File: config.mk
export PLATFORM = sky130hd
export DESIGN_NAME = tfa_back
export DESIGN_NICKNAME = d
export VERILOG_FILES = /design/src/design/tfa_pkg.sv /design/src/design/tfa_back.sv
export SDC_FILE = /design/constraint.sdc
export NUM_CORES = 1
export LEC_CHECK = 0
export BUFFER_PORTS_ARGS = -buffer_cell sky130_fd_sc_hd__buf_2
export CAP_MARGIN = 20
export CORE_MARGIN = 2
export CORE_UTILIZATION = 25
export CTS_BUF_LIST = sky130_fd_sc_hd__clkbuf_4
export DETAILED_ROUTE_END_ITERATION = 8
export HOLD_SLACK_MARGIN = 0.06
export REMOVE_ABC_BUFFERS = 1
export SETUP_SLACK_MARGIN = 0.1
export SLEW_MARGIN = 20
export SYNTH_ARGS = -nofsm -noshare
export SYNTH_HDL_FRONTEND = slang
export SYNTH_SLANG_ARGS = --single-unit
File: constraint.sdc
create_clock -name clk -period 7.78 [get_ports clk]
set_input_delay 1.556 -clock clk [delete_from_list [all_inputs] [get_ports clk]]
set_output_delay 1.556 -clock clk [all_outputs]
set_load 0.05 [all_outputs]
File: src/design/tfa_pkg.sv
`timescale 1ns / 1ps
// Package for the texel to ARGB32 converter: codes, queue item type and
// the channel scaling functions shared by the front and back parts.
package tfa_pkg;

	localparam int PALETTE_DEPTH = 256;
	localparam int PAL_IDX_W = $clog2(PALETTE_DEPTH);
	localparam int QUEUE_DEPTH = 2;
	localparam int QUEUE_PTR_W = $clog2(QUEUE_DEPTH);
	localparam int QUEUE_CNT_W = $clog2(QUEUE_DEPTH + 1);

	localparam logic [1:0] CMD_CONVERT = 2'd0;
	localparam logic [1:0] CMD_PAL_WRITE = 2'd1;
	localparam logic [1:0] CMD_PAL_CLEAR = 2'd2;

	localparam logic [1:0] REG_PIXEL_FORMAT = 2'd0;
	localparam logic [1:0] REG_PALETTE_FORMAT = 2'd1;

	localparam logic [2:0] PF_ARGB4444 = 3'd0;
	localparam logic [2:0] PF_ARGB1555 = 3'd1;
	localparam logic [2:0] PF_RGB565 = 3'd2;
	localparam logic [2:0] PF_BGR888 = 3'd3;
	localparam logic [2:0] PF_ARGB8888 = 3'd4;
	localparam logic [2:0] PF_INDEXED8 = 3'd5;

	localparam logic [1:0] PALF_ARGB8888 = 2'd0;
	localparam logic [1:0] PALF_RGB888 = 2'd1;
	localparam logic [1:0] PALF_ARGB1555 = 2'd2;
	localparam logic [1:0] PALF_RGB565 = 2'd3;

	localparam logic [15:0] TRANSPARENT_CODE = 16'h0001;
	localparam logic [7:0] ALPHA_OPAQUE = 8'hFF;

	typedef enum logic [2:0] {
		KIND_4444 = 3'd0,
		KIND_1555 = 3'd1,
		KIND_565 = 3'd2,
		KIND_888 = 3'd3,
		KIND_DIRECT = 3'd4
	} tfa_kind_t;

	typedef struct packed {
		tfa_kind_t kind;
		logic [31:0] value;
	} tfa_item_t;

	function automatic logic [7:0] scale5(input logic [4:0] x);
		logic [7:0] r;
		r = {x, 3'b000};
		r = r + {7'd0, x >= 5'd5} + {7'd0, x >= 5'd9} + {7'd0, x >= 5'd14}
			+ {7'd0, x >= 5'd18} + {7'd0, x >= 5'd23} + {7'd0, x >= 5'd27}
			+ {7'd0, x == 5'd31};
		return r;
	endfunction

	function automatic logic [7:0] scale6(input logic [5:0] x);
		logic [7:0] r;
		r = {x, 2'b00};
		r = r + {7'd0, x >= 6'd21} + {7'd0, x >= 6'd42} + {7'd0, x == 6'd63};
		return r;
	endfunction

	function automatic logic [31:0] conv4444(input logic [15:0] c);
		if (c == TRANSPARENT_CODE) begin
			return 32'd0;
		end
		return {c[15:12], c[15:12], c[11:8], c[11:8], c[7:4], c[7:4], c[3:0], c[3:0]};
	endfunction

	function automatic logic [31:0] conv1555(input logic [15:0] c);
		if (c == TRANSPARENT_CODE) begin
			return 32'd0;
		end
		return {{8{c[15]}}, scale5(c[14:10]), scale5(c[9:5]), scale5(c[4:0])};
	endfunction

	function automatic logic [31:0] conv565(input logic [15:0] c);
		if (c == TRANSPARENT_CODE) begin
			return 32'd0;
		end
		return {ALPHA_OPAQUE, scale5(c[15:11]), scale6(c[10:5]), scale5(c[4:0])};
	endfunction

	function automatic logic [31:0] gray(input logic [7:0] i);
		return {ALPHA_OPAQUE, i, i, i};
	endfunction

endpackage

File: src/design/tfa_back.sv
`timescale 1ns / 1ps
// Back part: expands queued pixels to ARGB8888 into the output register.
// Uses tfa_pkg for the item type and conversion functions.
module tfa_back import tfa_pkg::*; (
	input  logic        clk,
	input  logic        arst_n,
	input  tfa_item_t   pop_item,
	input  logic        empty,
	output logic        pop,
	output logic        out_valid,
	input  logic        out_stall,
	output logic [31:0] argb
);

	logic valid_q;
	logic [31:0] argb_q;
	logic [31:0] conv_value;

	assign pop = !empty && (!valid_q || !out_stall);
	assign out_valid = valid_q;
	assign argb = argb_q;

	always_comb begin
		case (pop_item.kind)
			KIND_4444: conv_value = conv4444(pop_item.value[15:0]);
			KIND_1555: conv_value = conv1555(pop_item.value[15:0]);
			KIND_565: conv_value = conv565(pop_item.value[15:0]);
			KIND_888: conv_value = {ALPHA_OPAQUE, pop_item.value[23:0]};
			default: conv_value = pop_item.value;
		endcase
	end

	always_ff @(posedge clk or negedge arst_n) begin
		if (!arst_n) begin
			valid_q <= 1'b0;
		end else if (pop) begin
			valid_q <= 1'b1;
		end else if (!out_stall) begin
			valid_q <= 1'b0;
		end
	end

	always_ff @(posedge clk) begin
		if (pop) begin
			argb_q <= conv_value;
		end
	end

endmodule

==> results of run 1 <==
-- final cells by class --
class                   instances  area (um^2)
clock buffers                   5         37.5
clock inverters                 3         65.1
fillers                      1056         7060
inverters                       9         33.8
multi-input cells             211         1510
flip-flops and latches         33          986
well taps                     136          170
repair buffers                 73          368
-- power by group through the flow --
stage                     combinational [mW]  clock, mW  sequential [mW]
after floorplan                       0.0774          0            0.266
after global placement                 0.182          0            0.220
after detailed placement               0.184          0            0.221
after CTS                              0.184      0.166            0.217
after global routing                   0.200      0.170            0.218
final                                  0.183      0.162            0.216
-- how the worst max path moves through the flow --
stage / start / to / slack, ps / depth (start not counted)
3_3_place_gp: pop_item[12] / argb[17] / 3050 / 9
6_report: pop_item[11] / argb[17] / 3390 / 9
2_1_floorplan: out_stall / pop / 2360 / 1
5_1_grt: pop_item[13] / argb[17] / 3240 / 9
4_1_cts: pop_item[12] / argb[18] / 3410 / 9
3_5_place_dp: pop_item[12] / argb[17] / 3020 / 9
-- flip-flops by register name, indices dropped and copies added, names as in the netlist --
register   flops
argb          32
out_valid      1
-- worst register-to-register path, cell delays in order (launching register included) --
cell and delay [ps]:
dfrtp_1 430, a21oi_4 120, buf_4 390
-- cell families (layout without fill, tap and decap cells) --
| family | after synthesis | after routing |
|---|---|---|
| AO/OA/AOI/OAI | 89 | 89 |
| XOR/XNOR | 1 | 1 |
| adder cells (fa/ha/maj) | 17 | 17 |
| buffers and inverters | 33 | 90 |
| flip-flops | 33 | 33 |
| multiplexers | 1 | 1 |
| AND/OR/NAND/NOR | 103 | 103 |
-- cells in the final DEF (no fill, tap or decap), types with 4 or more instances in the layout --
master / synthesis / layout
a21oi_1: 14 / 13
a22oi_1: 4 / 4
nor2_1: 14 / 14
nand3_1: 8 / 8
a221o_1: 6 / 6
a31oi_1: 4 / 4
inv_2: 4 / 4
buf_2: 9 / 72
o22ai_1: 5 / 5
clkbuf_4: 0 / 5
edfxtp_1: 32 / 32
o21ai_0: 8 / 8
nand4_1: 6 / 6
nor3_1: 4 / 4
fa_1: 17 / 17
inv_1: 5 / 5
nand2_1: 48 / 48
o21ai_1: 11 / 11
o31ai_1: 7 / 7
nand2b_1: 5 / 5
-- stage by stage --
step | area [um^2] | std cells | util, % | worst slack, ps
detailed placement | 3070 | 462 | 30.0 | 3020
floorplan | 2520 | 253 | - | 2360
CTS | 3170 | 470 | 31.0 | 3410
finish | 3170 | 470 | 31.0 | 3390
global route | 3170 | 470 | 31.0 | 3240
global placement | 3070 | 462 | 30.0 | 3050
-- metal layers --
layer | vias to the layer above | part of all wire [%] | wire (um)
li1 | 1141 | - | -
met1 | 1147 | 43 | 3150
met2 | 84 | 48 | 3520
met3 | 13 | 5.9 | 433
met4 | 0 | 2.8 | 203
met5 | - | 0 | 0
==> impl_metrics.ini, run 1 <==
[logic_synthesis]
synth_compound_area_share_pct = 24.0
synth_top_area_cell = edfxtp_1
synth_warnings = 0
syn-cell-area_mm2 = 0.00262
synth_cell_types = 50
synth_adder_area_share_pct = 13.0
synth_xor_xnor_area_share_pct = 0.334
netlist_instances = 277
ys_ff_latch = 33
synth_top_family_by_area = compound AO/OA/AOI/OAI gates
async_flop_share_pct = 3.03
synth_common_cells = nand2_1, edfxtp_1, fa_1
yosys.area_share.simple_pct = 19.5
synthMuxAreaShare_pct = 0.382
ys_seq_area_share_pct = 37.6
yosysTopAreaCellShare_pct = 36.7
yosys-top-cells-area = edfxtp_1, fa_1, nand2_1, a21oi_1, a221o_1
synth_area_per_cell_um2 = 9.45
synth_most_common_cell = nand2_1
synth_edf_count = 32
ys.flop_type = edfxtp_1

[clock_tree]
numCtsBuffers = 5
clock_path_buffers = 2
cts.clk_slew.worst_paths_ps = 110
root_buffer = clkbuf_4
cts_tree = yes
clock_sinks = 33
insertion_delay_ps = 350
cts_setup_buffers = 0
ctsResizeCount = 0
cts_hold_buf = 0
htree_levels = 2

[power_and_ir_drop]
p_comb_share_pct = 32.7
seqPwrFrac_pct = 38.5
vdd_drop_max_uv = 76.6
power_switching_uw = 191
swShare_pct = 34.0
fin_total_pwr_uw = 561
p_leak_nw = 1.25
clockPowerShare_pct = 28.8
powerDensity_mw_per_mm2 = 177
p_int_uw = 371

[final_layout]
antenna_cells = 0
nets = 389
area_growth_pct = 21.0
drive_gt1_share_pct = 28.1

[grt]
grt_max_degree = 34
grtUsageMet3_pct = 1.72
grtUsageMet1_pct = 16.7
grt_pass1_vias = 2268
gr-usage-met2_pct = 20.7
busiest_layer = met2
grt_antenna_before_repair = 0
grtUsageTotal_pct = 12.8
grt_pass1_wl_um = 11500
grt_overflow = 0

[setup_path]
rr_endpoint = argb[29]
worstPathMaxFanout = 13
crit_arrival_ps = 4500
path_cells = buf_2 -> or3_1 -> a21oi_1 -> fa_1 -> fa_1 -> fa_1 -> fa_1 -> o22a_1 -> o21ai_1
crit_buf_inv = 1
start_kind = primary input
cpPeakStageDelay_ps = 520
criticalPathCategory = primary input to register
worst-r2r-cell-count = 2
cp_top_family = adder cells
cp_slowest_cell = fa_1
critPathCaptureType = register
rr_startpoint = out_valid
cpMostUsedCell = fa_1
rrSetupSlack_ps = 6500
cp.required_ps = 7890

[drt]
wirelength_um = 7310
vias_per_cell = 5.07
vias = 2385
wl_per_cell_um = 15.5
drcViolationCount = 0
postRouteAntennaNets = 0
drt_iter0_drc = 218
first_pass_iters = 5

[hold_path]
hold_path_end = out_valid
hp-start = out_valid
min_path_type = register to register
hold_depth = 2

[timing]
hold_ws_ps = 567
hold_violations = 0
rsz0062_at_grt = no
finalCritPeriodShare_pct = 56.4
setup_viol = 0
slew-limit-headroom_pct = 52.6
finClkSkew_ps = 11.4
worst_pin_slew_ps = 707
tns_ps = 0
report.final.slew_viol_count = 0
fmax_ghz = 0.228
finalCriticalPeriod_ps = 4390

[floorplan]
dieArea_mm2 = 0.0113
start_util_pct = 25.6
core_area_mm2 = 0.0102
die_y_um = 106
num_rows = 37
pin_count = 73
die_w_um = 106

[job]
maxCapViolCount = 0

[run_status]
status = complete, no violations

[place]
hpwl_um = 5580
gp_congestion = 0.846
io_buffers = 72
Note: power is estimated with default switching activity, not from simulation.
==> run 2, diff against run 1 <==
--- a/config.mk
+++ b/config.mk
@@ -5,6 +5,7 @@
 export SDC_FILE = /design/constraint.sdc
 export NUM_CORES = 1
 export LEC_CHECK = 0
+export ABC_AREA = 1
 export BUFFER_PORTS_ARGS = -buffer_cell sky130_fd_sc_hd__buf_2
 export CAP_MARGIN = 20
 export CORE_MARGIN = 2
==> constraint.sdc (replaced) <==
create_clock -name clk -period 4.1 [get_ports clk]
set_input_delay 0.82 -clock clk [delete_from_list [all_inputs] [get_ports clk]]
set_output_delay 0.82 -clock clk [all_outputs]
set_load 0.05 [all_outputs]
==> run 2 against run 1 <==
  * Sequential cell count stayed put
  * Hold slack got worse by 330 ps
  * Non-clock buffer count rose by 4
  * Register-to-register slack got worse by 3700 ps
==> impl_metrics.ini, run 2 <==
[drt]
wl_per_cell_um = 13.8
drt_iter0_drc = 149
postRouteAntennaNets = 0
wirelength_um = 6980
drcViolationCount = 0
vias_per_cell = 4.60
first_pass_iters = 5
vias = 2321

[clock_tree]
cts_setup_buffers = 0
cts_tree = yes
cts.clk_slew.worst_paths_ps = 100
root_buffer = clkbuf_4
numCtsBuffers = 5
clock_path_buffers = 2
clock_sinks = 33
cts_hold_buf = 0
htree_levels = 2
ctsResizeCount = 0
insertion_delay_ps = 340

[logic_synthesis]
synth_area_per_cell_um2 = 8.42
synth_edf_count = 32
synth_cell_types = 30
yosys-top-cells-area = edfxtp_1, fa_1, nand2_1, inv_1, nand3_1
synth_most_common_cell = nand2_1
async_flop_share_pct = 3.03
ys.flop_type = edfxtp_1
ys_ff_latch = 33
ys_seq_area_share_pct = 38.7
yosysTopAreaCellShare_pct = 37.7
synth_warnings = 0
synth_common_cells = nand2_1, inv_1, edfxtp_1
netlist_instances = 303
syn-cell-area_mm2 = 0.00255
synth_top_area_cell = edfxtp_1

[timing]
finClkSkew_ps = 9.19
setup_viol = 0
hold_violations = 0
fmax_ghz = 0.272
finalCriticalPeriod_ps = 3680
finalCritPeriodShare_pct = 89.7
worst_pin_slew_ps = 451
slew-limit-headroom_pct = 69.9
hold_ws_ps = 239
rsz0062_at_grt = no
report.final.slew_viol_count = 0
tns_ps = 0

[setup_path]
rrSetupSlack_ps = 2770
worstPathMaxFanout = 8
cpPeakStageDelay_ps = 530
start_kind = primary input
worst-r2r-cell-count = 2
cpMostUsedCell = fa_1
criticalPathCategory = primary input to register
critPathCaptureType = register
path_cells = buf_2 -> nor2_1 -> inv_1 -> o31ai_1 -> fa_1 -> fa_1 -> fa_1 -> fa_1 -> nor2_1 -> a21oi_1 -> nand3_1
rr_startpoint = out_valid
cp.required_ps = 4200
rr_endpoint = argb[25]
cp_slowest_cell = fa_1
crit_arrival_ps = 3770

[floorplan]
core_area_mm2 = 0.00982
pin_count = 73
start_util_pct = 26.0
dieArea_mm2 = 0.0110
die_y_um = 105
die_w_um = 105
num_rows = 36

[power_and_ir_drop]
vdd_drop_max_uv = 84.2
p_leak_nw = 1.37
powerDensity_mw_per_mm2 = 299

[final_layout]
fin_cells = 505
layout_common_cells = nand2_1, buf_2, inv_1, edfxtp_1, nor2_1
drive_gt1_share_pct = 27.2
nFillCells = 1082
multi_input_area_mm2 = 0.00132
largest_register_ffs = 32
antenna_cells = 0
nets = 427
area_growth_pct = 20.6
final_common_cell = nand2_1
regArea_um2 = 986

[grt]
grt_pass1_vias = 2399
grt_max_degree = 33
grt_antenna_before_repair = 0
grt_overflow = 0
grt_pass1_wl_um = 11400
grtUsageTotal_pct = 12.9

[job]
maxCapViolCount = 0

[place]
gp_congestion = 0.864
place_inst = 497
hpwl_um = 5550
io_buffers = 72

[hold_path]
min_path_type = primary input to asynchronous set/reset pin

[run_status]
status = complete, no violations
==> run 2: cell types whose count changed after synthesis, sizes merged, moves of 5 or more <==
cell | previous run | this run
nand3b | 1 | 6
o2111ai | 0 | 9
a221o | 6 | 0
inv | 9 | 38
nand3 | 8 | 22
o31ai | 8 | 2
nor2 | 17 | 32
buf | 10 | 15
nand2 | 48 | 84
o22ai | 5 | 0
clkbuf | 14 | 1
nand2b | 5 | 0
==> run 2: area by class of cell <==
class | count | area share (%)
multi-input combinational | 215 | 43.0
clock buffer | 5 | 1.22
inverter | 39 | 4.76
tap | 133 | 5.41
timing repair buffer | 77 | 12.9
sequential | 33 | 32.1
clock inverter | 3 | 0.570
==> run 2: layer usage <==
layer  share of wire [%]  GRT usage, %  routed length [um]
met2                  48          21.5                3330
met4                 1.4          4.86                  97
met1                  46          16.6                3200
met5                   0             0                   0
met3                 5.1          2.25                 357
==> run 2: where the power goes <==
part	total, mW	internal, mW	switching [mW]
registers	0.411	0.405	0.00619
logic	0.328	0.0999	0.228
clock network	0.179	0.0646	0.115
==> run 2: kinds of logic after synthesis <==
family,Yosys count,synth area share (%)
and+or+nand+nor,155,27.4
buffers and inverters,55,9.91
AOI/OAI and AO/OA,43,10.6
DFF,33,38.7
adders and majority gates,17,13.3
==> run 2: worst max-delay path by stage <==
stage | end | startpoint | cells past startpoint
2_1_floorplan | pop | out_stall | 1
3_3_place_gp | argb[17] | pop_item[11] | 11
3_5_place_dp | argb[17] | pop_item[11] | 11
4_1_cts | argb[17] | pop_item[11] | 11
5_1_grt | argb[17] | pop_item[11] | 11
6_report | argb[17] | pop_item[11] | 11
==> run 2: through the flow <==
stage / util, % / power [mW] / worst slack, ps / instance area (um^2)
floorplan: - / 0.644 / 155 / 2440
CTS: 31.3 / 0.930 / 443 / 3070
finish: 31.3 / 0.918 / 423 / 3070
global placement: 30.7 / 0.740 / 171 / 3020
global route: 31.3 / 0.981 / 266 / 3070
detailed placement: 30.7 / 0.750 / 68.4 / 3020
==> run 2: critical path, delay by kind of cell <==
family	cells	cell delay (ps)
compound gates	2	460
fa+ha+maj	4	1970
buf+inv	2	240
simple gates	3	280
