File: config.mk
export PLATFORM = sky130hd
export DESIGN_NAME = tfa_queue
export DESIGN_NICKNAME = d
export VERILOG_FILES = /design/src/design/tfa_pkg.sv /design/src/design/tfa_queue.sv
export SDC_FILE = /design/constraint.sdc
export NUM_CORES = 1
export LEC_CHECK = 0
export ABC_CLOCK_PERIOD_IN_PS = 3030
export BUFFER_PORTS_ARGS = -buffer_cell sky130_fd_sc_hd__buf_2
export CAP_MARGIN = 30
export CORE_ASPECT_RATIO = 2
export CORE_MARGIN = 2
export CORE_UTILIZATION = 25
export DETAILED_ROUTE_END_ITERATION = 12
export GPL_TIMING_DRIVEN = 1
export PLACE_DENSITY = 0.43
export SETUP_SLACK_MARGIN = 0.05
export SYNTH_ARGS = -nofsm -noshare
export SYNTH_HDL_FRONTEND = slang
export SYNTH_SLANG_ARGS = --single-unit
File: constraint.sdc
create_clock -name clk -period 3.03 [get_ports clk]
set_input_delay 0.303 -clock clk [delete_from_list [all_inputs] [get_ports clk]]
set_output_delay 0.303 -clock clk [all_outputs]
set_load 0.02 [all_outputs]
File: src/design/tfa_pkg.sv
`timescale 1ns / 1ps
// Package for the texel to ARGB32 converter: codes, queue item type and
// the channel scaling functions shared by the front and back parts.
package tfa_pkg;

	localparam int PALETTE_DEPTH = 256;
	localparam int PAL_IDX_W = $clog2(PALETTE_DEPTH);
	localparam int QUEUE_DEPTH = 2;
	localparam int QUEUE_PTR_W = $clog2(QUEUE_DEPTH);
	localparam int QUEUE_CNT_W = $clog2(QUEUE_DEPTH + 1);

	localparam logic [1:0] CMD_CONVERT = 2'd0;
	localparam logic [1:0] CMD_PAL_WRITE = 2'd1;
	localparam logic [1:0] CMD_PAL_CLEAR = 2'd2;

	localparam logic [1:0] REG_PIXEL_FORMAT = 2'd0;
	localparam logic [1:0] REG_PALETTE_FORMAT = 2'd1;

	localparam logic [2:0] PF_ARGB4444 = 3'd0;
	localparam logic [2:0] PF_ARGB1555 = 3'd1;
	localparam logic [2:0] PF_RGB565 = 3'd2;
	localparam logic [2:0] PF_BGR888 = 3'd3;
	localparam logic [2:0] PF_ARGB8888 = 3'd4;
	localparam logic [2:0] PF_INDEXED8 = 3'd5;

	localparam logic [1:0] PALF_ARGB8888 = 2'd0;
	localparam logic [1:0] PALF_RGB888 = 2'd1;
	localparam logic [1:0] PALF_ARGB1555 = 2'd2;
	localparam logic [1:0] PALF_RGB565 = 2'd3;

	localparam logic [15:0] TRANSPARENT_CODE = 16'h0001;
	localparam logic [7:0] ALPHA_OPAQUE = 8'hFF;

	typedef enum logic [2:0] {
		KIND_4444 = 3'd0,
		KIND_1555 = 3'd1,
		KIND_565 = 3'd2,
		KIND_888 = 3'd3,
		KIND_DIRECT = 3'd4
	} tfa_kind_t;

	typedef struct packed {
		tfa_kind_t kind;
		logic [31:0] value;
	} tfa_item_t;

	function automatic logic [7:0] scale5(input logic [4:0] x);
		logic [7:0] r;
		r = {x, 3'b000};
		r = r + {7'd0, x >= 5'd5} + {7'd0, x >= 5'd9} + {7'd0, x >= 5'd14}
			+ {7'd0, x >= 5'd18} + {7'd0, x >= 5'd23} + {7'd0, x >= 5'd27}
			+ {7'd0, x == 5'd31};
		return r;
	endfunction

	function automatic logic [7:0] scale6(input logic [5:0] x);
		logic [7:0] r;
		r = {x, 2'b00};
		r = r + {7'd0, x >= 6'd21} + {7'd0, x >= 6'd42} + {7'd0, x == 6'd63};
		return r;
	endfunction

	function automatic logic [31:0] conv4444(input logic [15:0] c);
		if (c == TRANSPARENT_CODE) begin
			return 32'd0;
		end
		return {c[15:12], c[15:12], c[11:8], c[11:8], c[7:4], c[7:4], c[3:0], c[3:0]};
	endfunction

	function automatic logic [31:0] conv1555(input logic [15:0] c);
		if (c == TRANSPARENT_CODE) begin
			return 32'd0;
		end
		return {{8{c[15]}}, scale5(c[14:10]), scale5(c[9:5]), scale5(c[4:0])};
	endfunction

	function automatic logic [31:0] conv565(input logic [15:0] c);
		if (c == TRANSPARENT_CODE) begin
			return 32'd0;
		end
		return {ALPHA_OPAQUE, scale5(c[15:11]), scale6(c[10:5]), scale5(c[4:0])};
	endfunction

	function automatic logic [31:0] gray(input logic [7:0] i);
		return {ALPHA_OPAQUE, i, i, i};
	endfunction

endpackage

File: src/design/tfa_queue.sv
`timescale 1ns / 1ps
// Short queue that decouples the front part from the back part.
// Uses tfa_pkg for the item type and depth.
module tfa_queue import tfa_pkg::*; (
	input  logic       clk,
	input  logic       arst_n,
	input  logic       push,
	input  tfa_item_t  push_item,
	output logic       full,
	input  logic       pop,
	output tfa_item_t  pop_item,
	output logic       empty
);

	tfa_item_t entry_q [QUEUE_DEPTH];
	logic [QUEUE_PTR_W-1:0] wr_ptr_q;
	logic [QUEUE_PTR_W-1:0] rd_ptr_q;
	logic [QUEUE_CNT_W-1:0] count_q;

	assign full = (count_q == QUEUE_CNT_W'(QUEUE_DEPTH));
	assign empty = (count_q == '0);
	assign pop_item = entry_q[rd_ptr_q];

	always_ff @(posedge clk) begin
		if (push) begin
			entry_q[wr_ptr_q] <= push_item;
		end
	end

	always_ff @(posedge clk or negedge arst_n) begin
		if (!arst_n) begin
			wr_ptr_q <= '0;
			rd_ptr_q <= '0;
			count_q <= '0;
		end else begin
			if (push) begin
				wr_ptr_q <= wr_ptr_q + 1'b1;
			end
			if (pop) begin
				rd_ptr_q <= rd_ptr_q + 1'b1;
			end
			if (push && !pop) begin
				count_q <= count_q + 1'b1;
			end else if (pop && !push) begin
				count_q <= count_q - 1'b1;
			end
		end
	end

endmodule

==> results of run 1 <==
-- per-layer routing --
layer  vias to the layer above  part of all wire [%]
li1                        656                     -
met1                       697                    34
met2                        46                    58
met3                         8                   5.8
met4                         0                   2.5
met5                         -                     0
-- layout by cell type (no fill, tap or decap) --
master	Yosys	routed
clkinv_2	0	1
nor2_1	2	2
dlygate4sd3_1	0	1
xor2_1	4	4
inv_1	1	1
xnor2_1	1	1
clkinv_4	0	1
dfrtp_1	4	3
nor2b_1	2	1
nor2b_4	0	1
clkinv_1	0	1
edfxtp_1	70	70
mux2_2	6	6
clkinvlp_4	0	3
dfrtp_2	0	1
ha_1	1	1
buf_4	0	4
mux2_4	29	29
clkbuf_16	0	9
and2_2	0	1
buf_2	0	75
bufinv_16	0	1
-- worst paths after layout --
path,endpoint,slack (ns),start,depth (start not counted)
worst max-delay path,pop_item[34],0.83,rd_ptr_q,3
worst min-delay path,entry_q[0][34],0.16,push_item[34],1
worst max register to register,entry_q[0][5],1.42,wr_ptr_q,2
worst min register to register,count_q[1],0.50,count_q[1],1
max in group asynchronous,rd_ptr_q,2.58,arst_n,2
min in group asynchronous,count_q[1],0.31,arst_n,2
-- power groups by stage --
stage	registers (mW)	clock network, mW	logic [mW]
final	1.49	1.03	1.14
after global routing	1.52	1.11	1.23
after CTS	1.50	1.07	1.18
after detailed placement	1.52	0	1.17
after global placement	1.51	0	1.18
after floorplan	1.44	0	0.955
-- per-stage QoR --
stage	utilization [%]	instances	hold slack, ns
final	32.9	359	0.160
after global routing	32.9	359	0.145
after CTS	32.9	359	0.142
after detailed placement	30.2	342	0.118
after global placement	30.2	342	0.114
after floorplan	-	125	0.00741
-- state kept, by name, indices dropped and copies added (netlist names) --
| register | flops |
|---|---|
| count_q | 2 |
| entry_q | 70 |
| rd_ptr_q | 1 |
| wr_ptr_q | 1 |
-- final cells by class --
| class | instances | share of cell area [%] |
|---|---|---|
| Timing Repair Buffer | 80 | 11.3 |
| Sequential cell | 74 | 59.7 |
| Multi-Input combinational cell | 46 | 16.1 |
| Clock inverter | 7 | 1.90 |
| Clock buffer | 9 | 6.10 |
| Tap cell | 142 | 4.82 |
| Inverter | 1 | 0.102 |
-- repair_timing --
item,in CTS,in global routing
hold buffers,1,0
endpoints found under the hold margin,4,0
setup endpoints to repair,0,0
-- kinds of logic after synthesis --
logic type / count (synthesis)
flip-flops: 74
multiplexers: 35
adder cells (fa/ha/maj): 1
AND/OR/NAND/NOR: 5
buffers and inverters: 5
XOR/XNOR: 5
==> out/results.ini, run 1 <==
[pwr]
comb_power_share_pct=31.1
p_switching_mw=1.14
powerDensity_mw_per_mm2=993
clockPowerShare_pct=28.1
seqPwrFrac_pct=40.7
p_leak_nw=1.47
ir_drop_uv=476
internal_power_mw=2.52
p_total_mw=3.66
switching_share_pct=31.1

[grt]
grt_overflow=0
grt_util_met2_pct=17.6
use_met1_pct=8.68
grt_usage_pct=9.59
antenna_found_initial=0
grt_use_met3_pct=3.83
grt_max_degree=36
grt_pass1_wl_mm=8.19
busiest_layer=met2
first_global_vias=1503

[final_layout]
antenna_cells=0
area_growth_pct=28.9
drive_above_1_share_pct=60.8
regArea_mm2=0.00220
fillers=1097
final_area_mm2=0.00369
multi_input_area_um2=594
nets=252

[place]
dpl_cell_area_mm2=0.00338
gp_congestion=0.664
dp_slack_ns=1.13
portBuffers=75

[floorplan]
design.die.area_mm2=0.0124
die_w_um=79.7
rows=55
coreArea_mm2=0.0112
dieHeight_um=155
start_util_pct=25.5
ios=76

[routing]
first_pass_iters=4
drcViolationCount=0
detail_route.iter0.violations=64
drt-total-wl_mm=5.50
ant_nets=0
detail_route.wl_per_cell_um=15.3
viasPerCell=3.92
vias=1407

[logic_synthesis]
syn_nets=165
syn-instance-count=125
syn-cell-area_mm2=0.00286
synthTopCellsByCount=edfxtp_1 (70), mux2_4 (29), mux2_2 (6)
synthFlopType=edfxtp_1
synth_top_family_by_area=multiplexers
async_flop_share_pct=5.41
synth_cell_type_count=13
synth_top_area_share_pct=73.4
synthMuxAreaShare_pct=17.6
synth_edf_count=70
synth-xor-area-share_pct=1.53
synth_area_leaders=edfxtp_1 (73%), mux2_4 (15%), dfrtp_1 (3.5%)
synth_simple_gate_area_share_pct=0.918
synth-seq-cells=74
synth_compound_area_share_pct=0
synth.yosys.seq_area_share_pct=76.9
synth_top_area_cell=edfxtp_1
yosysMostFrequentCell=edfxtp_1
yosys.area_share.adder_pct=0.437
yosysWarnings=0
synth.avg_cell_area_um2=22.9

[timing]
relSlewSlack_pct=38.0
fin_crit_sh_pct=72.6
rsz0062_at_grt=false
maxSlewViolCount=0
fmax_ghz=0.455
fin_crit_ns=2.20
timing.setup.tns_ns=0
finalHoldViolCount=0
setup_viol=0
final.setup.worst_slack_ns=0.830
worst_pin_slew_ns=0.931
finClkSkew_ns=0.00225

[worst_setup_path]
critPathLaunchType=flop
worst_path_max_delay_cell=dfrtp_2
worstPathMaxFanout=19
crit_type=reg2out
crit_required_ns=2.73
crit_path_end_kind=output pin
path_delay_family=flip-flops
critPathMaxStageDelay_ns=0.73
path_cells=buf_4 -> mux2_2 -> buf_2
path_buf_inv=2
cp.arrival_ns=1.90

[clock_tree]
clockBufferDepth=2
cts_tree=built
htreeDepth=3
post-cts-setup-buffers=0
clk_pin_slew_worst_paths_ns=0.06
cts-root-buf=clkbuf_16
cts_resized=0
numCtsBuffers=9
insertion_delay_ns=0.33
cts.sinks=74

[job]
drv_cap=0

[status]
outcome=complete, no violations

[hold_path]
hold_class=in2reg

Note: power is estimated with default switching activity, not from simulation.
==> run 2: changes to the inputs <==
--- a/config.mk
+++ b/config.mk
@@ -5,7 +5,7 @@
 export SDC_FILE = /design/constraint.sdc
 export NUM_CORES = 1
 export LEC_CHECK = 0
-export ABC_CLOCK_PERIOD_IN_PS = 3030
+export ABC_CLOCK_PERIOD_IN_PS = 1800
 export BUFFER_PORTS_ARGS = -buffer_cell sky130_fd_sc_hd__buf_2
 export CAP_MARGIN = 30
 export CORE_ASPECT_RATIO = 2
@@ -13,7 +13,7 @@
 export CORE_UTILIZATION = 25
 export DETAILED_ROUTE_END_ITERATION = 12
 export GPL_TIMING_DRIVEN = 1
-export PLACE_DENSITY = 0.43
+export PLACE_DENSITY = 0.44
 export SETUP_SLACK_MARGIN = 0.05
 export SYNTH_ARGS = -nofsm -noshare
 export SYNTH_HDL_FRONTEND = slang
==> constraint.sdc (replaced) <==
create_clock -name clk -period 1.8 [get_ports clk]
set_input_delay 0.18 -clock clk [delete_from_list [all_inputs] [get_ports clk]]
set_output_delay 0.18 -clock clk [all_outputs]
set_load 0.02 [all_outputs]
==> run 2 against run 1 <==
Sequential share of layout area shrank 0.68 points. Final cell count is 0.56% higher. Via count about the same. Clock-buffer cell count unchanged. Clock skew rose by 0.0056 ns. Non-clock buffer count is 2 higher. Design area increased by 1.2%. Utilization up 0.38 points. Critical path depth unchanged. Total power is 70% higher.
==> out/results.ini, run 2 (synthesis gave the netlist of run 1 again) <==
[worst_setup_path]
worstPathMaxFanout=18  ; -1
r2r_end=entry_q[0][12]
worst_path_max_delay_cell=dfrtp_2
crit_path_end_kind=output pin
critPathLaunchType=flop
path_cells=clkbuf_16 -> mux2_4 -> buf_2
path_delay_family=flip-flops
critPathMaxStageDelay_ns=0.45  ; -0.28 ns
rr_worst_depth=2  ; unchanged
path_buf_inv=2  ; unchanged
crit_required_ns=1.62  ; -1.11 ns
cp.arrival_ns=1.47  ; -0.43 ns
startpoint=rd_ptr_q
reg2reg_slack_ns=0.55  ; -0.87 ns
reg2reg_from=wr_ptr_q
crit_type=reg2out

[routing]
detail_route.iter0.violations=96  ; +50%
detail_route.wl_per_cell_um=14.9  ; -3.0%
vias=1408  ; +0.071%
ant_nets=0  ; unchanged
viasPerCell=3.90  ; -0.48%
drcViolationCount=0  ; unchanged
first_pass_iters=4  ; unchanged
drt-total-wl_mm=5.37  ; -2.5%

[timing]
fin_crit_ns=1.65
maxSlewViolCount=0  ; unchanged
fin_crit_sh_pct=91.4
rsz0062_at_grt=false
finalHoldViolCount=0  ; unchanged
timing.setup.tns_ns=0  ; unchanged
setup_viol=0  ; unchanged
whs_ns=0.0425  ; -0.118 ns
relSlewSlack_pct=76.5  ; +39 points
fmax_ghz=0.608
finClkSkew_ns=0.00780  ; +0.00556 ns
final.setup.worst_slack_ns=0.155  ; -0.675 ns
worst_pin_slew_ns=0.353  ; -0.578 ns

[final_layout]
area_growth_pct=30.4
regArea_mm2=0.00220  ; unchanged
fillers=1105  ; +0.73%
final_area_mm2=0.00373  ; +1.2%
final_cells=361  ; +0.56%
drive_above_1_share_pct=61.2  ; +0.36 points
layout_common_cells=buf_2 (75), edfxtp_1 (70), mux2_4 (29)
regMostFlops=entry_q
nets=254  ; +0.79%
largest_register_ffs=70  ; unchanged
layout_commonest_cell=buf_2
top_regs=entry_q: 70 flops, count_q: 2 flops
multi_input_area_um2=594  ; unchanged
antenna_cells=0  ; unchanged

[pwr]
ir_drop_uv=655  ; +38%
powerDensity_mw_per_mm2=1670  ; +68%
p_leak_nw=1.50  ; +1.8%

[clock_tree]
insertion_delay_ns=0.32  ; about the same
cts.sinks=74  ; unchanged
htreeDepth=3  ; unchanged
numCtsBuffers=9  ; unchanged
cts_resized=0  ; unchanged
clk_pin_slew_worst_paths_ns=0.06  ; about the same
post-cts-setup-buffers=0  ; unchanged
clockBufferDepth=2  ; unchanged
cts_tree=built
cts-root-buf=clkbuf_16

[place]
dp.cells=343  ; +0.29%
dpl_cell_area_mm2=0.00340  ; +0.59%
portBuffers=75  ; unchanged
dp_slack_ns=0.442  ; -0.689 ns
dp_hpwl_mm=3.63
gp_congestion=0.715  ; +7.6%

[job]
drv_cap=0  ; unchanged

[floorplan]
coreArea_mm2=0.0112  ; unchanged
die_w_um=79.7  ; unchanged
rows=55  ; unchanged
dieHeight_um=155  ; unchanged
ios=76  ; unchanged
design.die.area_mm2=0.0124  ; unchanged
start_util_pct=25.5  ; unchanged

[grt]
grt_max_degree=37  ; +2.8%
grt_overflow=0  ; unchanged
first_global_vias=1498  ; -0.33%
grt_usage_pct=8.78  ; -0.81 points
grt_pass1_wl_mm=7.78  ; -5.0%
antenna_found_initial=0  ; unchanged

[hold_path]
hp-start=push_item[18]
hold_end=entry_q[0][18]
hold_class=in2reg
hold_depth=1  ; unchanged

[status]
outcome=complete, no violations

==> run 2: worst register-to-register path, stage by stage (launching register included) <==
cell and delay, ns:
dfrtp_1 0.42, nor2b_4 0.14, buf_4 0.33
==> run 2: power by group <==
group,switching [mW],internal [mW]
clock network,0.648,1.07
registers,0.131,2.30
logic,1.13,0.960
==> run 2: area by class of cell <==
class                           count  area share, %
Clock buffer                        9           6.03
Clock inverter                      7           1.81
Inverter                            1          0.101
Multi-Input combinational cell     46           15.9
Sequential cell                    74           59.0
Tap cell                          142           4.76
Timing Repair Buffer               82           12.3
==> run 2: per-layer routing <==
metal	track usage (%)	share of wire, %
met3	3.31	5.5
met2	15.7	57
met1	8.44	36
met5	0	0
met4	4.68	2.0
==> run 2: metrics by stage <==
step / util, % / total power, mW
after floorplan: - / 4.03
after global placement: 30.4 / 4.52
after detailed placement: 30.4 / 4.54
after CTS: 33.1 / 6.28
after global routing: 33.3 / 6.53
final: 33.3 / 6.23
==> run 2: worst max path at each step <==
| stage | end | slack, ns | cells past startpoint |
|---|---|---|---|
| 2_1_floorplan | entry_q[0][0] | 0.06 | 1 |
| 3_3_place_gp | pop_item[21] | 0.45 | 3 |
| 3_5_place_dp | pop_item[21] | 0.44 | 3 |
| 4_1_cts | pop_item[21] | 0.09 | 3 |
| 5_1_grt | pop_item[16] | 0.09 | 3 |
| 6_report | pop_item[16] | 0.15 | 3 |
==> run 2: repair_timing <==
| item | in CTS | in global routing |
|---|---|---|
| setup endpoints to repair | 0 | 1 |
| hold buffers | 1 | 0 |
| hold endpoints to repair | 4 | 0 |
